--- src/design/sib_pkg.sv ---
// Shared types and constants for the sorted insertion buffer.
`timescale 1ns / 1ps
`default_nettype none
package sib_pkg;

  localparam int unsigned CAPACITY = 32;
  localparam int unsigned KEY_W    = 32;
  localparam int unsigned CNT_W    = $clog2(CAPACITY + 1);

  localparam logic KIND_INSERT = 1'b0;
  localparam logic KIND_DRAIN  = 1'b1;

  typedef struct packed {
    logic                    kind;
    logic signed [KEY_W-1:0] key;
  } sib_in_t;

  typedef struct packed {
    logic signed [KEY_W-1:0] value;
    logic                    last;
    logic                    empty_res;
    logic                    overflow;
  } sib_out_t;

  typedef enum logic {
    ST_IDLE,
    ST_DRAIN
  } sib_state_e;

  typedef struct packed {
    logic insert;
    logic drain_go;
    logic step;
  } sib_cmd_t;

  typedef struct packed {
    logic last;
  } sib_sts_t;

endpackage
`default_nettype wire

--- src/design/sorted_insertion_buffer.sv ---
// Top level of the sorted insertion buffer.
//
//   channel  | handshake        | word
//   ---------+------------------+-----------------------------------
//   input    | start, busy      | in_i  : kind, key
//   result   | valid_o          | res_o : value, last, empty_res, overflow
//
// On an insert the whole key array compares and shifts at once,
// and busy stays low, so inserts may follow every cycle.
// A drain holds busy high while it presents each stored key in turn (a single
// empty word when empty), shifting the array down toward the head that feeds res_o.
// Reset clears the fill count, the overflow flag and the state; key
// registers hold no reset value. The receiver cannot stall results.
`timescale 1ns / 1ps
`default_nettype none
module sorted_insertion_buffer
  import sib_pkg::*;
(
  input  wire logic    clk_i,
  input  wire logic    rst_ni,
  input  wire logic    start,
  input  wire sib_in_t in_i,
  output logic         busy,
  output logic         valid_o,
  output sib_out_t     res_o
);

  sib_cmd_t cmd;
  sib_sts_t sts;

  sib_ctrl u_ctrl (
    .clk_i   (clk_i),
    .rst_ni  (rst_ni),
    .start_i (start),
    .kind_i  (in_i.kind),
    .sts_i   (sts),
    .cmd_o   (cmd),
    .busy_o  (busy),
    .valid_o (valid_o)
  );

  sib_datapath u_datapath (
    .clk_i  (clk_i),
    .rst_ni (rst_ni),
    .cmd_i  (cmd),
    .in_i   (in_i),
    .sts_o  (sts),
    .res_o  (res_o)
  );

`ifndef SYNTH
  a_valid_busy : assert property (@(posedge clk_i) disable iff (!rst_ni)
    valid_o |-> busy)
    else $error("result strobe outside a drain");

  a_last_ends : assert property (@(posedge clk_i) disable iff (!rst_ni)
    (valid_o && res_o.last) |=> !busy)
    else $error("drain did not end after last word");

  a_empty_word : assert property (@(posedge clk_i) disable iff (!rst_ni)
    (valid_o && res_o.empty_res) |-> (res_o.last && (res_o.value == '0)))
    else $error("empty drain word malformed");

  a_drain_starts : assert property (@(posedge clk_i) disable iff (!rst_ni)
    (start && !busy && (in_i.kind == KIND_DRAIN)) |=> valid_o)
    else $error("drain accepted without result");
`endif

endmodule
`default_nettype wire

--- src/design/sib_datapath.sv ---
// Compare-and-shift key array, fill count and overflow flag.
`timescale 1ns / 1ps
`default_nettype none
module sib_datapath
  import sib_pkg::*;
(
  input  wire logic     clk_i,
  input  wire logic     rst_ni,
  input  wire sib_cmd_t cmd_i,
  input  wire sib_in_t  in_i,
  output sib_sts_t      sts_o,
  output sib_out_t      res_o
);

  logic [KEY_W-1:0] keys_q [CAPACITY];
  logic [KEY_W-1:0] keys_d [CAPACITY];
  logic [CNT_W-1:0] count_q, count_d;
  logic             flag_q, flag_d;
  logic             empty_q, empty_d;
  logic [CAPACITY-1:0] lt;
  logic             full;
  logic             last;

  assign full = (count_q == CNT_W'(CAPACITY));
  assign last = empty_q || (count_q == CNT_W'(1));

  always_comb begin
    for (int i = 0; i < CAPACITY; i++) begin
      lt[i] = (CNT_W'(i) < count_q) && ($signed(keys_q[i]) < $signed(in_i.key));
    end
  end

  always_comb begin
    for (int i = 0; i < CAPACITY; i++) begin
      keys_d[i] = keys_q[i];
    end
    if (cmd_i.insert && !full) begin
      if (!lt[0]) begin
        keys_d[0] = in_i.key;
      end
      for (int i = 1; i < CAPACITY; i++) begin
        if (!lt[i]) begin
          keys_d[i] = lt[i-1] ? in_i.key : keys_q[i-1];
        end
      end
    end else if (cmd_i.step) begin
      for (int i = 0; i < CAPACITY - 1; i++) begin
        keys_d[i] = keys_q[i+1];
      end
    end
  end

  always_comb begin
    count_d = count_q;
    flag_d  = flag_q;
    empty_d = empty_q;
    if (cmd_i.insert) begin
      if (full) begin
        flag_d = 1'b1;
      end else begin
        count_d = count_q + CNT_W'(1);
      end
    end else if (cmd_i.drain_go) begin
      empty_d = (count_q == '0);
    end else if (cmd_i.step) begin
      if (last) begin
        count_d = '0;
        flag_d  = 1'b0;
        empty_d = 1'b0;
      end else begin
        count_d = count_q - CNT_W'(1);
      end
    end
  end

  always_ff @(posedge clk_i) begin
    for (int i = 0; i < CAPACITY; i++) begin
      keys_q[i] <= keys_d[i];
    end
  end

  always_ff @(posedge clk_i or negedge rst_ni) begin
    if (!rst_ni) begin
      count_q <= '0;
      flag_q  <= 1'b0;
      empty_q <= 1'b0;
    end else begin
      count_q <= count_d;
      flag_q  <= flag_d;
      empty_q <= empty_d;
    end
  end

  assign sts_o.last      = last;
  assign res_o.value     = empty_q ? '0 : keys_q[0];
  assign res_o.last      = last;
  assign res_o.empty_res = empty_q;
  assign res_o.overflow  = flag_q;

endmodule
`default_nettype wire

--- src/design/sib_ctrl.sv ---
// Control state machine: accept words, sequence a drain.
`timescale 1ns / 1ps
`default_nettype none
module sib_ctrl
  import sib_pkg::*;
(
  input  wire logic     clk_i,
  input  wire logic     rst_ni,
  input  wire logic     start_i,
  input  wire logic     kind_i,
  input  wire sib_sts_t sts_i,
  output sib_cmd_t      cmd_o,
  output logic          busy_o,
  output logic          valid_o
);

  sib_state_e state_q, state_d;

  always_comb begin
    state_d = state_q;
    unique case (state_q)
      ST_IDLE: begin
        if (start_i && (kind_i == KIND_DRAIN)) begin
          state_d = ST_DRAIN;
        end
      end
      ST_DRAIN: begin
        if (sts_i.last) begin
          state_d = ST_IDLE;
        end
      end
      default: state_d = ST_IDLE;
    endcase
  end

  always_comb begin
    cmd_o   = '0;
    busy_o  = 1'b0;
    valid_o = 1'b0;
    unique case (state_q)
      ST_IDLE: begin
        cmd_o.insert   = start_i && (kind_i == KIND_INSERT);
        cmd_o.drain_go = start_i && (kind_i == KIND_DRAIN);
      end
      ST_DRAIN: begin
        cmd_o.step = 1'b1;
        busy_o     = 1'b1;
        valid_o    = 1'b1;
      end
      default: ;
    endcase
  end

  always_ff @(posedge clk_i or negedge rst_ni) begin
    if (!rst_ni) begin
      state_q <= ST_IDLE;
    end else begin
      state_q <= state_d;
    end
  end

endmodule
`default_nettype wire
--- config.mk ---
export PLATFORM = sky130hd
export DESIGN_NAME = sorted_insertion_buffer
export DESIGN_NICKNAME = d
export VERILOG_FILES = /design/src/design/sib_pkg.sv /design/src/design/sorted_insertion_buffer.sv /design/src/design/sib_datapath.sv /design/src/design/sib_ctrl.sv
export SDC_FILE = /design/constraint.sdc
export NUM_CORES = 2
export LEC_CHECK = 0
export BUFFER_PORTS_ARGS = -buffer_cell sky130_fd_sc_hd__buf_4
export CORE_MARGIN = 5
export CORE_UTILIZATION = 40
export DETAILED_ROUTE_END_ITERATION = 16
export GPL_TIMING_DRIVEN = 0
export HOLD_SLACK_MARGIN = 0.03
export MAX_ROUTING_LAYER = met4
export PLACE_DENSITY_LB_ADDON = 0.2
export SLEW_MARGIN = 20
export SYNTH_ARGS = -nofsm -noshare
export SYNTH_HDL_FRONTEND = slang
export SYNTH_SLANG_ARGS = --single-unit
--- constraint.sdc ---
create_clock -name clk_i -period 7.4 [get_ports clk_i]
set_input_delay 1.48 -clock clk_i [delete_from_list [all_inputs] [get_ports clk_i]]
set_output_delay 1.48 -clock clk_i [all_outputs]
set_load 0.01 [all_outputs]
==> results summary <==
The instance area after placement came out at 81100 um2. Summed over all layers, the global routing overflow is 0. The share of final-layout standard cells stronger than drive strength 1 is 9.16%. The number of levels in the clock H-tree came out at 4.

The finished cells cover 85300 um2. For this block, the routed nets add up to 374000 um of wire. The number of cells after detailed placement came out at 10058. The flow ran to the end, and the final reports show no timing, DRC or antenna violations. IR analysis of the VDD net gives a maximum drop of 0.000224 V. The number of clock sinks seen by CTS is 1033. The final max-slew violation count came out at 0. The detailed-placement wirelength estimate came out at 288000 um. The synthesized design spends more area on one cell type than any other, namely sky130_fd_sc_hd__edfxtp_1. The number of warning messages in the yosys log is 0. The post-CTS setup-driven buffer insertion count came out at 0. The clock latency of the later-clocked register in the worst-skew pair is 0.82 ns. Measured along the y axis, the die boundary spans 441 um. The sequential element share of the synthesized area is 41.6%. The clock arrives with 0.0400 ns of skew. After synthesis, the cell types taking the most area are sky130_fd_sc_hd__edfxtp_1, sky130_fd_sc_hd__ha_1, sky130_fd_sc_hd__mux2i_1, sky130_fd_sc_hd__nand2_1, sky130_fd_sc_hd__o21ai_0.

The number of gates resized after CTS was 0. Setup repair after global routing left no endpoint under its margin. The endpoint type of the worst setup path is a flop. The final hold slack is 0.498 ns. The detailed router placed 67232 vias in this run. The worst setup path is launched from a flop. The clock group share of total power is 15.1%.

The switching fraction of total power came out at 46.6%. The post-synthesis cell type count is 75. In the finished design, the share of the clock period the worst path needs comes to 95.7%. The cell area power density came out at 502 nW/um2. After floorplanning, the core was sized to cover 185000 um2. In this run the tool buffered the top-level ports with 72 buffer cells. The number of buffers inserted by hold repair at cts is 0. After detailed routing, the average wire length per cell comes to 36.1 um.

The tool flagged a number of max-cap violations equal to 0. TritonCTS built the clock tree. The number of synthesized flops with an enable pin came out at 1024.

The share of total power in sequential cells is 36.3%. The net count of the mapped netlist is 8425. The highest fanout seen on the critical path is 20. The arrival time of the worst setup path came out at 7.63 ns. Summing every instance area after synthesis gives 74400 um2. The site row count is 158. Using the TritonRoute via totals, the vias-per-cell ratio works out to 6.50. The via count of the first global-routing pass is 65379. The area added between synthesis and finish is 14.6%. The share of async-settable or async-resettable flops after synthesis is 0.871%. The average cell area after synthesis is 10.1 um2. The maximum clock insertion buffer count came out at 3.

The maximum clock frequency came out at 141 MHz. The number of top-level pins came out at 73. The internal power came out at 22.9 mW. At the placement stage, the worst setup path has a slack of 0.659 ns. The overall die area came out at 195000 um2. The flip-flop and latch count after synthesis came out at 1033. The area share of the largest cell type after synthesis came out at 41.3%. The clock period minus worst slack is 7.08 ns. In the post-route analysis, the smallest setup slack over all paths is 0.319 ns.

Setup violations remaining at the end of the flow were counted as 0. The effective utilization at floorplan is 40.2%. The net total in the final layout is 8745. The critical path is of the reg -> reg type.

The net switching component of the power came out at 20.0 mW. In the synthesized netlist the dominant register cell turns out to be sky130_fd_sc_hd__edfxtp_1. In this run the remaining antenna-violating nets after routing total 0. The number of buffers inserted during clock tree synthesis is 134.

The initial antenna violation count came out at 47. The root buffer cell chosen for the clock tree is sky130_fd_sc_hd__clkbuf_16. The normalized max-slew margin is 14.3%. The DRC violation count after routing is 0. The clock transition at the registers of the reported paths came out at 0.06 ns. The data required time at the worst endpoint came out at 7.95 ns. The chip width is 441 um.

Global routing used 38.3% of the available tracks. The worst hold path belongs to the class in -> async. The routability congestion estimate from global placement is 1.02. The count of mapped cells out of synthesis is 7394. Of the total power, combinational logic draws 48.6%.

Cells fill 46.1% of the core in the end. The detailed-routing iteration count for the pre-antenna-repair pass is 8. The largest net degree at the start of global routing came out at 33. The number of failing hold endpoints at the final stage came out at 0. The wire length of the first global-routing pass came out at 508000 um.

At the pin with the least slew margin, the transition time is 1.29 ns. The leakage component of the power came out at 37.4 nW. After the flow finishes, the layout carries non-filler instances totaling 10342. The number of violations reported at the end of detailed-routing iteration 0 is 8202.
kinds of logic (layout without fill, tap and decap cells):
logic type | Yosys count | after routing | share of synthesized area [%]
buffers and inverters | 512 | 931 | 3.07
multiplexers | 835 | 835 | 11.3
XOR/XNOR | 1 | 1 | 0.0118
other | 0 | 49 | 0
adder cells (fa/ha/maj) | 995 | 995 | 16.7
flip-flops | 1033 | 1033 | 41.6
AO/OA/AOI/OAI | 2072 | 2072 | 15.7
AND/OR/NAND/NOR | 1946 | 1946 | 11.5
area by class of cell:
type                            instances  area (um2)
Fill cell                           17664       99900
Multi-Input combinational cell       5849       41300
Sequential cell                      1033       31000
Clock buffer                          158        3490
Timing Repair Buffer                  184        3200
Tap cell                             2480        3100
Buffer                                463        2240
Clock inverter                         77         603
Inverter                               49         262
Antenna cell                           49         123
Yosys cell counts, types with 10 or more instances:
cell	instances
sky130_fd_sc_hd__a221o_1	12
sky130_fd_sc_hd__buf_6	27
sky130_fd_sc_hd__and4_1	52
sky130_fd_sc_hd__buf_4	16
sky130_fd_sc_hd__a22oi_1	11
sky130_fd_sc_hd__or4_1	10
sky130_fd_sc_hd__or3_1	36
sky130_fd_sc_hd__o21ai_1	294
sky130_fd_sc_hd__o21bai_1	11
sky130_fd_sc_hd__nand3_1	53
sky130_fd_sc_hd__a31oi_1	43
sky130_fd_sc_hd__buf_2	79
sky130_fd_sc_hd__ha_1	995
sky130_fd_sc_hd__o21ai_0	790
sky130_fd_sc_hd__nor4_1	14
sky130_fd_sc_hd__a2111oi_0	21
sky130_fd_sc_hd__inv_1	47
sky130_fd_sc_hd__a211o_1	16
sky130_fd_sc_hd__o21a_1	24
sky130_fd_sc_hd__a221oi_1	29
sky130_fd_sc_hd__nand4_1	128
sky130_fd_sc_hd__mux2i_1	799
sky130_fd_sc_hd__mux2_2	34
sky130_fd_sc_hd__o211ai_1	41
sky130_fd_sc_hd__nor2_1	406
sky130_fd_sc_hd__a41o_1	10
sky130_fd_sc_hd__a21oi_1	528
sky130_fd_sc_hd__nor2b_1	45
sky130_fd_sc_hd__nand2b_1	50
sky130_fd_sc_hd__nand2_1	1077
sky130_fd_sc_hd__clkbuf_1	324
sky130_fd_sc_hd__buf_1	17
sky130_fd_sc_hd__a211oi_1	31
sky130_fd_sc_hd__nor3_1	35
sky130_fd_sc_hd__edfxtp_1	1024
sky130_fd_sc_hd__a21o_1	155
cells in the final DEF, fill, tap and decap left out, types with 31 or more instances in the layout:
cell	n
sky130_fd_sc_hd__nand2b_1	49
sky130_fd_sc_hd__mux2_2	34
sky130_fd_sc_hd__nor3_1	35
sky130_fd_sc_hd__clkbuf_2	95
sky130_fd_sc_hd__diode_2	49
sky130_fd_sc_hd__o21ai_0	790
sky130_fd_sc_hd__o21ai_1	294
sky130_fd_sc_hd__a21o_1	136
sky130_fd_sc_hd__nand2_1	1077
sky130_fd_sc_hd__clkbuf_1	246
sky130_fd_sc_hd__nor2_1	404
sky130_fd_sc_hd__edfxtp_1	1024
sky130_fd_sc_hd__nand3_1	53
sky130_fd_sc_hd__a21oi_1	528
sky130_fd_sc_hd__mux2i_1	799
sky130_fd_sc_hd__and4_1	52
sky130_fd_sc_hd__nor2b_1	45
sky130_fd_sc_hd__o211ai_1	41
sky130_fd_sc_hd__a31oi_1	42
sky130_fd_sc_hd__buf_2	81
sky130_fd_sc_hd__ha_1	995
sky130_fd_sc_hd__nand4_1	128
sky130_fd_sc_hd__buf_12	56
sky130_fd_sc_hd__or3_1	36
sky130_fd_sc_hd__a211oi_1	31
sky130_fd_sc_hd__inv_4	31
sky130_fd_sc_hd__buf_4	88
sky130_fd_sc_hd__buf_16	56
sky130_fd_sc_hd__clkbuf_16	136
registers in the layout, indices dropped and copies added, names as in the netlist:
register	flops
u_datapath.keys_q	1024
u_datapath.count_q	6
u_datapath.empty_q	1
u_datapath.flag_q	1
u_ctrl.state_q	1
metrics by stage:
stage	setup TNS (ns)	power [mW]
after floorplan	0	26.9
after detailed placement	0	35.6
final	0	42.8
after global placement	-789.04	34.7
after global routing	0	44.8
after CTS	0	42.1
worst max-delay path, stage by stage, from the launching register on:
cell and delay, ns:
sky130_fd_sc_hd__dfrtp_1 0.32, sky130_fd_sc_hd__clkbuf_1 0.58, sky130_fd_sc_hd__clkinv_1 0.90, sky130_fd_sc_hd__or3_1 0.65, sky130_fd_sc_hd__nand2_1 0.45, sky130_fd_sc_hd__buf_2 0.56
sky130_fd_sc_hd__buf_2 0.72, sky130_fd_sc_hd__buf_2 0.67, sky130_fd_sc_hd__buf_2 0.39, sky130_fd_sc_hd__buf_2 0.79, sky130_fd_sc_hd__o21bai_4 0.44, sky130_fd_sc_hd__buf_16 0.29
power groups by stage:
stage | logic, mW | clock network [mW] | registers, mW
2_1_floorplan | 13.9 | 0 | 13.0
3_3_place_gp | 19.2 | 0 | 15.5
3_5_place_dp | 20.2 | 0 | 15.4
4_1_cts | 20.3 | 6.45 | 15.3
5_1_grt | 22.6 | 6.68 | 15.5
6_report | 20.8 | 6.46 | 15.6
final timing paths:
kind	from	end	slack (ns)	cells past startpoint
max	u_datapath.count_q[5]$_DFFE_PN0P_	u_datapath.keys_q[24][14]$_DFFE_PP_	0.32	11
min	rst_ni	u_datapath.count_q[3]$_DFFE_PN0P_	0.50	1
max reg2reg	u_datapath.count_q[5]$_DFFE_PN0P_	u_datapath.keys_q[24][14]$_DFFE_PP_	0.32	11
min reg2reg	u_datapath.keys_q[31][3]$_DFFE_PP_	u_datapath.keys_q[30][3]$_DFFE_PP_	0.58	2
max in group asynchronous	rst_ni	u_datapath.count_q[1]$_DFFE_PN0P_	6.72	1
min in group clk_i	u_datapath.keys_q[31][3]$_DFFE_PP_	u_datapath.keys_q[30][3]$_DFFE_PP_	0.58	2
routing by layer:
layer	share of wire, %	track usage (%)	vias to the layer above
met4	9.6	29.6	0
met3	10	10.7	1269
met5	0	-	-
met2	44	57.2	4047
li1	-	-	28654
met1	37	43.5	33262
Note: power is estimated with default switching activity, not from simulation.
